**src/rtl/roc_pkg.sv**
```systemverilog
package roc_pkg;

	localparam int LANDMARK_SLOTS = 1024;
	localparam int SLOT_W = $clog2(LANDMARK_SLOTS);
	localparam int CORDIC_STEPS = 24;
	localparam int STEP_W = $clog2(CORDIC_STEPS);

	localparam int CFG_W = 11;
	localparam int LAT_W = 31;
	localparam int LON_W = 32;
	localparam int IDX_W = 10;
	localparam int CNT_W = 32;
	localparam int ACC_W = 40;
	localparam int XW = 34;  // CORDIC x/y and multiplier operands
	localparam int ZW = 38;  // CORDIC angle
	localparam int PW = 2 * XW;
	localparam int RW = 31;  // square root result

	localparam logic [31:0] DEG7_TO_RAD_K = 32'd4024455254;
	localparam logic signed [ZW-1:0] HALF_PI_Q29 = ZW'(843314856);
	localparam logic signed [ZW-1:0] PI_Q29 = ZW'(1686629713);
	localparam logic signed [XW-1:0] GAIN_INV = XW'(652032874);
	localparam logic signed [XW-1:0] EARTH_R = XW'(6371000);
	localparam logic [RW-1:0] Q30_ONE = RW'(1) << 30;
	localparam logic [ACC_W-1:0] ACC_MAX = '1;
	localparam logic [CNT_W-1:0] CNT_MAX = '1;

	typedef enum logic [1:0] {
		OP_LOAD   = 2'd0,
		OP_POINT  = 2'd1,
		OP_FINISH = 2'd2,
		OP_NONE   = 2'd3
	} op_t;

	typedef enum logic [4:0] {
		DP_NOP, DP_ACCEPT, DP_SCAN, DP_RAD, DP_ROT, DP_KEEP,
		DP_M_SLAT, DP_M_SLON, DP_M_CC, DP_CC, DP_M_CCSQ, DP_A,
		DP_SQ_Y, DP_KEEP_Y, DP_SQ_X, DP_VEC, DP_M_DIST, DP_ACC, DP_PREV, DP_EMIT
	} dp_step_t;

	typedef enum logic [4:0] {
		S_IDLE, S_FIN, S_SCAN, S_RAD, S_ROT, S_ROT_WAIT, S_KEEP,
		S_M_SLAT, S_M_SLON, S_M_CC, S_CC, S_M_CCSQ, S_A,
		S_SQ_Y, S_SQ_Y_WAIT, S_KEEP_Y, S_SQ_X, S_SQ_X_WAIT,
		S_VEC, S_VEC_WAIT, S_M_DIST, S_ACC, S_PREV
	} ctl_state_t;

	typedef struct packed {
		dp_step_t    step;
		logic [1:0]  sel;  // 0 dlat/2, 1 dlon/2, 2 lat1, 3 lat2
	} dp_cmd_t;

	typedef struct packed {
		logic scan_done;
		logic first;
		logic cordic_busy;
		logic sqrt_busy;
		logic out_free;
	} dp_stat_t;

	function automatic logic signed [ZW-1:0] atan_q29(input logic [STEP_W-1:0] i);
		logic signed [ZW-1:0] r;
		case (i)
			0: r = ZW'(421657428);
			1: r = ZW'(248918915);
			2: r = ZW'(131521918);
			3: r = ZW'(66762579);
			4: r = ZW'(33510843);
			5: r = ZW'(16771758);
			6: r = ZW'(8387925);
			7: r = ZW'(4194219);
			8: r = ZW'(2097141);
			9: r = ZW'(1048575);
			default: r = (32'(i) <= 29) ? (ZW'(1) << (29 - 32'(i))) : '0;
		endcase
		return r;
	endfunction

endpackage

```
**src/rtl/roc_ctrl.sv**
```systemverilog
module roc_ctrl (
	input  logic               clk,
	input  logic               arst_n,
	input  logic               in_valid,
	input  logic [1:0]         in_opcode,
	output logic               in_ready,
	input  roc_pkg::dp_stat_t  stat,
	output roc_pkg::dp_cmd_t   cmd
);
	import roc_pkg::*;

	ctl_state_t state_q, state_d;
	logic [1:0] ang_q;

	always_ff @(posedge clk or negedge arst_n) begin
		if (!arst_n) begin
			state_q <= S_IDLE;
			ang_q <= '0;
		end else begin
			state_q <= state_d;
			if (state_q == S_SCAN)
				ang_q <= '0;
			else if (state_q == S_KEEP)
				ang_q <= ang_q + 1'b1;
		end
	end

	always_comb begin
		state_d = state_q;
		case (state_q)
			S_IDLE: begin
				if (in_valid) begin
					case (op_t'(in_opcode))
						OP_POINT:  state_d = S_SCAN;
						OP_FINISH: state_d = S_FIN;
						default:   state_d = S_IDLE;
					endcase
				end
			end
			S_FIN:       if (stat.out_free) state_d = S_IDLE;
			S_SCAN:      if (stat.scan_done) state_d = stat.first ? S_PREV : S_RAD;
			S_RAD:       state_d = S_ROT;
			S_ROT:       state_d = S_ROT_WAIT;
			S_ROT_WAIT:  if (!stat.cordic_busy) state_d = S_KEEP;
			S_KEEP:      state_d = (ang_q == 2'd3) ? S_M_SLAT : S_RAD;
			S_M_SLAT:    state_d = S_M_SLON;
			S_M_SLON:    state_d = S_M_CC;
			S_M_CC:      state_d = S_CC;
			S_CC:        state_d = S_M_CCSQ;
			S_M_CCSQ:    state_d = S_A;
			S_A:         state_d = S_SQ_Y;
			S_SQ_Y:      state_d = S_SQ_Y_WAIT;
			S_SQ_Y_WAIT: if (!stat.sqrt_busy) state_d = S_KEEP_Y;
			S_KEEP_Y:    state_d = S_SQ_X;
			S_SQ_X:      state_d = S_SQ_X_WAIT;
			S_SQ_X_WAIT: if (!stat.sqrt_busy) state_d = S_VEC;
			S_VEC:       state_d = S_VEC_WAIT;
			S_VEC_WAIT:  if (!stat.cordic_busy) state_d = S_M_DIST;
			S_M_DIST:    state_d = S_ACC;
			S_ACC:       state_d = S_PREV;
			S_PREV:      state_d = S_IDLE;
			default:     state_d = S_IDLE;
		endcase
	end

	always_comb begin
		in_ready = 1'b0;
		cmd.sel = ang_q;
		cmd.step = DP_NOP;
		case (state_q)
			S_IDLE: begin
				in_ready = 1'b1;
				if (in_valid)
					cmd.step = DP_ACCEPT;
			end
			S_FIN:    if (stat.out_free) cmd.step = DP_EMIT;
			S_SCAN:   cmd.step = DP_SCAN;
			S_RAD:    cmd.step = DP_RAD;
			S_ROT:    cmd.step = DP_ROT;
			S_KEEP:   cmd.step = DP_KEEP;
			S_M_SLAT: cmd.step = DP_M_SLAT;
			S_M_SLON: cmd.step = DP_M_SLON;
			S_M_CC:   cmd.step = DP_M_CC;
			S_CC:     cmd.step = DP_CC;
			S_M_CCSQ: cmd.step = DP_M_CCSQ;
			S_A:      cmd.step = DP_A;
			S_SQ_Y:   cmd.step = DP_SQ_Y;
			S_KEEP_Y: cmd.step = DP_KEEP_Y;
			S_SQ_X:   cmd.step = DP_SQ_X;
			S_VEC:    cmd.step = DP_VEC;
			S_M_DIST: cmd.step = DP_M_DIST;
			S_ACC:    cmd.step = DP_ACC;
			S_PREV:   cmd.step = DP_PREV;
			default:  cmd.step = DP_NOP;
		endcase
	end
endmodule

```
**config.mk**
```make
export PLATFORM = sky130hd
export DESIGN_NAME = roc_ctrl
export DESIGN_NICKNAME = d
export VERILOG_FILES = /design/src/rtl/roc_pkg.sv /design/src/rtl/roc_ctrl.sv
export SDC_FILE = /design/constraint.sdc
export NUM_CORES = 1
export LEC_CHECK = 0
export BUFFER_PORTS_ARGS = -buffer_cell sky130_fd_sc_hd__buf_2
export CORE_AREA = 2 2 43 45
export DETAILED_ROUTE_END_ITERATION = 16
export DIE_AREA = 0 0 45 47
export PLACE_DENSITY = 0.78
export REMOVE_ABC_BUFFERS = 1
export SYNTH_ARGS = -nofsm -noshare
export SYNTH_HDL_FRONTEND = slang
export SYNTH_SLANG_ARGS = --single-unit
```
**constraint.sdc**
```tcl
create_clock -name clk -period 2.4 [get_ports clk]
set_clock_uncertainty 0.15 [all_clocks]
set_input_delay 0.24 -clock clk [delete_from_list [all_inputs] [get_ports clk]]
set_output_delay 0.24 -clock clk [all_outputs]
set_load 0.005 [all_outputs]
```
Yosys cells after proc, flatten, opt, wreduce, memory -nomap -nowiden
Index checks and enable logic that the tools add are counted.
{"block": "word_totals", "ff_bits": 7, "in_bits": 10, "output_inout_bits": 8, "word_cells": 55}
{"block": "classes", "addsub": 1, "n_eq_ne": 32, "n_mux": 17, "n_reduce_logical": 3}
{"operator": "$pmux 5 s22", "count": 1}
{"operator": "$pmux 5 s19", "count": 1}
{"operator": "$mux 5", "count": 9}
{"operator": "$eq 5x4->1 const B", "count": 8}
{"operator": "$eq 5x5->1 const B", "count": 7}
{"operator": "$eq 5x3->1 const B", "count": 4}
{"operator": "$ne 2x2->1 const B", "count": 7}
{"operator": "$eq 5x2->1 const B", "count": 2}
{"operator": "$reduce_and 7->1", "count": 1}
{"operator": "$eq 5x1->1 const B", "count": 1}
{"operator": "$logic_not 5->1", "count": 1}
{"operator": "$eq 2x2->1 const B", "count": 2}
{"operator": "$mux 2", "count": 2}
{"operator": "$pmux 2 s2", "count": 1}
{"operator": "$mux 3", "count": 1}
{"operator": "$add 2x1->2 const B", "count": 1}
{"operator": "$eq 2x1->1 const B", "count": 1}
{"operator": "$mux 1", "count": 2}
{"operator": "$reduce_bool 2->1", "count": 1}

Logic depth before layout (Yosys ltp)
{"block": "logic_depth", "ltp_word": 4, "ltp_mapped": 7, "mapped_depth_nobuf": 5}

Worst setup path after synthesis
No wires, ideal clock.
{"block": "synth_path", "path_kind": "register to register", "startpoint": "reg state_q[2]", "endpoint": "reg state_q[0]", "setup_time_ps": 125, "arrival_time_ps": 1503, "path_slack_ps": 622, "path_stages_with_launch": 7, "path_buffers": 1, "synth_period_minus_slack_ps": 1778, "cell_sequence": "dfrtp_1 -> buf_6 -> and2b_1 -> mux2i_1 -> or3_4 -> o211ai_4 -> mux2_4"}
{"block": "synth_via", "elab_chain_len": 3, "elab_cells_between_ends": 31, "classes_between": "eq/ne (28); mux (1); reduce/logical (2)"}
{"item": "start, declared", "line": "roc_ctrl.sv:12", "source": "ctl_state_t state_q, state_d;"}
{"item": "start signal, assigned", "line": "roc_ctrl.sv:20", "source": "state_q <= state_d;"}
{"item": "$eq 5x2->1, or another cell as far along", "line": "roc_ctrl.sv:30", "source": "case (state_q)"}
{"item": "$ne 2x2->1 (no line)"}
{"item": "$reduce_and 7->1 (no line)"}
Parallel ways exist; a longest one is shown, timed or not.
A chain may end at the register's enable or synchronous reset.

==> results.cfg <==
[status]
status = completed

[floorplanning]
die_height_um = 47
ports_placed_on_the_boundary = 18
floorplan.rows = 15
die_width_um = 45
floorplan.die_area_sq_mm = 0.00212
initial_core_util = 0.508
core_region_area_sq_mm = 0.00165

[setup_path]
worst_r2r_path_depth = 5
worst_ep_arrival_time_ps = 1770
worstSetupEndpointType = primary output
path_max_fanout = 12
reg2reg_setup_slack_ps = 370
timing.rr.end = state_q[2]$_DFFE_PN0P_
worst-endpoint-required_ps = 2010
crit-reg2reg-launch = state_q[3]$_DFFE_PN0P_
crit_path_start_kind = flop
path_class = flop to primary output

[sta]
final-hold-violation-count = 0
final_max_slew_viol_count = 0
rsz0062_at_grt = false
max_freq_mhz = 463
final.setup.tns_ps = 0
slew-limit-headroom = 0.633
post-route-period-util = 0.899
timing_worst_slew_pin_value_ps = 550
time_the_worst_path_needs_with_i_o_delays_and_setup_ps = 2160
setup_viol = 0

[clocking]
tritoncts_clock_tree = built
cts.repair_timing.setup_buffer_count = 0
cts_buffers = 3
max-clock-path-buffers = 2
htree_levels = 1
clock_insertion_delay_worst_skew_ps = 250
clk_root_buffer_cell = sky130_fd_sc_hd__clkbuf_4
cts.reportedPaths.clkPinSlew_ps = 50
numClockSinks = 7

[power]
power.static_leakage_nw = 0.426
p_int_uw = 734
switching_power_uw = 643
comb_power_share = 0.706
clock_power_share = 0.076
power.density_cell_area_mw_per_mm2 = 1430
switching_share = 0.467
worst_vdd_rail_ir_drop_mv = 0.570
power.share.sequential = 0.218

[grt]
grt_start_max_net_pins = 19
grt_total_usage = 0.208
grt_first_pass_wirelength_mm = 3.23
grt.overflow.total = 0
number_of_global_route_vias_before_repair = 740
number_of_antenna_violations_at_the_first_check_in_global_routing = 0

[run]
drv.max_cap_violation_count = 0

[placement]
place.gp.congestion = 0.830
placement.io_buffers = 17
numPlacedInstances = 140
total_half_perimeter_wirelength_after_legalization_and_detailed_placement_mm = 1.43

[logic_synthesis]
synth-warning-count = 0
syn_avg_cell_area_sq_um = 7.50
yosys_register_bits = 7
post_synth_inst_count = 112
syn_area_sq_um = 840
synth_cell_type_count = 38
seq_area_frac_synth = 0.209

[routing]
postRouteAntennaNets = 0
finalWirelength_mm = 1.98
detail_route.vias_per_cell = 5.88
route.detailed.wl_per_inst_um = 13.6
detail_route.drc_violations = 0
drt-pass1-iter-count = 4
drt_iter0_markers = 18
vias = 852

[final_layout]
layout_cell_share_with_drive_strength_beyond_1 = 0.273
final_common_cell = sky130_fd_sc_hd__buf_2
regArea_sq_um = 176
insertedDiodeCount = 0
final-instance-count-excl-fill = 145
syn_to_final_growth_pct = 14.5
multi_input_comb_area_sq_um = 574
layout.nets = 140
top_library_cells_by_usage_in_the_layout_fill_and_taps_aside = sky130_fd_sc_hd__buf_2, sky130_fd_sc_hd__a21oi_1, sky130_fd_sc_hd__nor2_1, sky130_fd_sc_hd__o21ai_0
fillers = 170

[min_path]
worstHoldPathType = input port to asynchronous set/reset pin
-- synth_stat cells --
cell	number	area [sq um]
sky130_fd_sc_hd__a21oi_1	11	55.1
sky130_fd_sc_hd__nor2_1	10	37.5
sky130_fd_sc_hd__o21ai_0	9	45.0
sky130_fd_sc_hd__dfrtp_1	7	175
sky130_fd_sc_hd__nand2_1	7	26.3
sky130_fd_sc_hd__buf_2	6	30.0
sky130_fd_sc_hd__nand2b_1	6	37.5
sky130_fd_sc_hd__o22ai_1	5	31.3
sky130_fd_sc_hd__inv_1	4	15.0
sky130_fd_sc_hd__mux2_4	4	60.1
sky130_fd_sc_hd__nand3_1	4	20.0
sky130_fd_sc_hd__nor3_1	4	20.0
sky130_fd_sc_hd__buf_4	3	22.5
sky130_fd_sc_hd__mux2i_1	3	30.0
sky130_fd_sc_hd__nand3b_1	3	22.5
sky130_fd_sc_hd__o211ai_1	3	22.5
sky130_fd_sc_hd__clkbuf_1	2	7.51
sky130_fd_sc_hd__a211oi_1	1	7.51
sky130_fd_sc_hd__a21o_1	1	7.51
sky130_fd_sc_hd__a221o_1	1	10.0
sky130_fd_sc_hd__a22oi_1	1	7.51
sky130_fd_sc_hd__a2bb2oi_1	1	8.76
sky130_fd_sc_hd__and2b_1	1	7.51
sky130_fd_sc_hd__and3_1	1	6.26
sky130_fd_sc_hd__buf_1	1	3.75
sky130_fd_sc_hd__buf_6	1	11.3
sky130_fd_sc_hd__ha_1	1	12.5
sky130_fd_sc_hd__nand4_1	1	6.26
sky130_fd_sc_hd__nor2b_1	1	6.26
sky130_fd_sc_hd__nor2b_2	1	8.76
sky130_fd_sc_hd__o211ai_4	1	21.3
sky130_fd_sc_hd__o21a_1	1	7.51
sky130_fd_sc_hd__o21ai_1	1	5.00
sky130_fd_sc_hd__o31a_1	1	8.76
sky130_fd_sc_hd__o32ai_1	1	8.76
sky130_fd_sc_hd__or3_1	1	6.26
sky130_fd_sc_hd__or3_4	1	11.3
sky130_fd_sc_hd__xor2_1	1	8.76
-- metal layers --
layer,track usage,part of all wire,vias to the layer above
met5,0,0,-
met4,0.0706,0,0
met1,0.281,0.47,399
met2,0.346,0.50,17
li1,-,-,436
met3,0.0231,0.031,0
-- sequential cells by signal, indices dropped and copies added, names as in the netlist --
signal,cells
ang_q,2
state_q,5
-- cells by family after synthesis --
family / synth area share
buf+inv: 0.107
fa+ha+maj: 0.0149
flops: 0.209
xor+xnor: 0.0104
compound gates: 0.294
simple gates: 0.258
mux: 0.107
-- layout make-up --
type | count | area share
multi-input combinational | 88 | 0.598
inverter | 4 | 0.0156
timing repair buffer | 25 | 0.154
clock buffer | 4 | 0.0273
sequential | 7 | 0.184
tap | 17 | 0.0221
-- critical path, cell delays in order, from the launching register on --
cell and delay (ps):
sky130_fd_sc_hd__dfrtp_1 500, sky130_fd_sc_hd__buf_4 220, sky130_fd_sc_hd__nor2_1 260, sky130_fd_sc_hd__o211ai_1 140, sky130_fd_sc_hd__a21o_1 190, sky130_fd_sc_hd__o211ai_1 70, sky130_fd_sc_hd__buf_2 130
-- power by group through the flow --
| stage | Combinational (mW) | Clock [mW] | Sequential [mW] |
|---|---|---|---|
| 3_5_place_dp | 0.965 | 0 | 0.295 |
| 6_report | 0.972 | 0.104 | 0.300 |
| 3_3_place_gp | 0.948 | 0 | 0.289 |
| 2_1_floorplan | 0.617 | 0 | 0.336 |
| 4_1_cts | 0.971 | 0.110 | 0.292 |
| 5_1_grt | 1.09 | 0.118 | 0.313 |
-- stage by stage --
stage / utilization / hold WS, ps / setup WS [ps] / instance area, sq um / total power, mW
CTS: 0.581 / 191 / 182 / 960 / 1.37
finish: 0.582 / 196 / 242 / 961 / 1.38
floorplan: - / -206 / 310 / 764 / 0.953
global placement: 0.559 / -74.3 / 446 / 923 / 1.24
detailed placement: 0.559 / -75.0 / 421 / 923 / 1.26
global route: 0.582 / 201 / 62.8 / 961 / 1.52
-- how the worst max path moves through the flow --
stage	from	end	slack, ps	cells past startpoint
2_1_floorplan	state_q[2]$_DFFE_PN0P_	state_q[0]$_DFFE_PN0P_	310	5
3_3_place_gp	state_q[3]$_DFFE_PN0P_	state_q[2]$_DFFE_PN0P_	450	6
3_5_place_dp	state_q[2]$_DFFE_PN0P_	state_q[2]$_DFFE_PN0P_	420	6
4_1_cts	state_q[1]$_DFFE_PN0P_	cmd[2]	180	6
5_1_grt	state_q[2]$_DFFE_PN0P_	cmd[2]	60	6
6_report	state_q[2]$_DFFE_PN0P_	cmd[2]	240	6
-- what timing repair did --
action / in CTS / in global routing
resized for setup: 0 / 1
endpoints found under the setup margin: 0 / 1
hold endpoints to repair: 7 / 0
hold buffers: 1 / 0
Power figures use the tool's default switching activity.
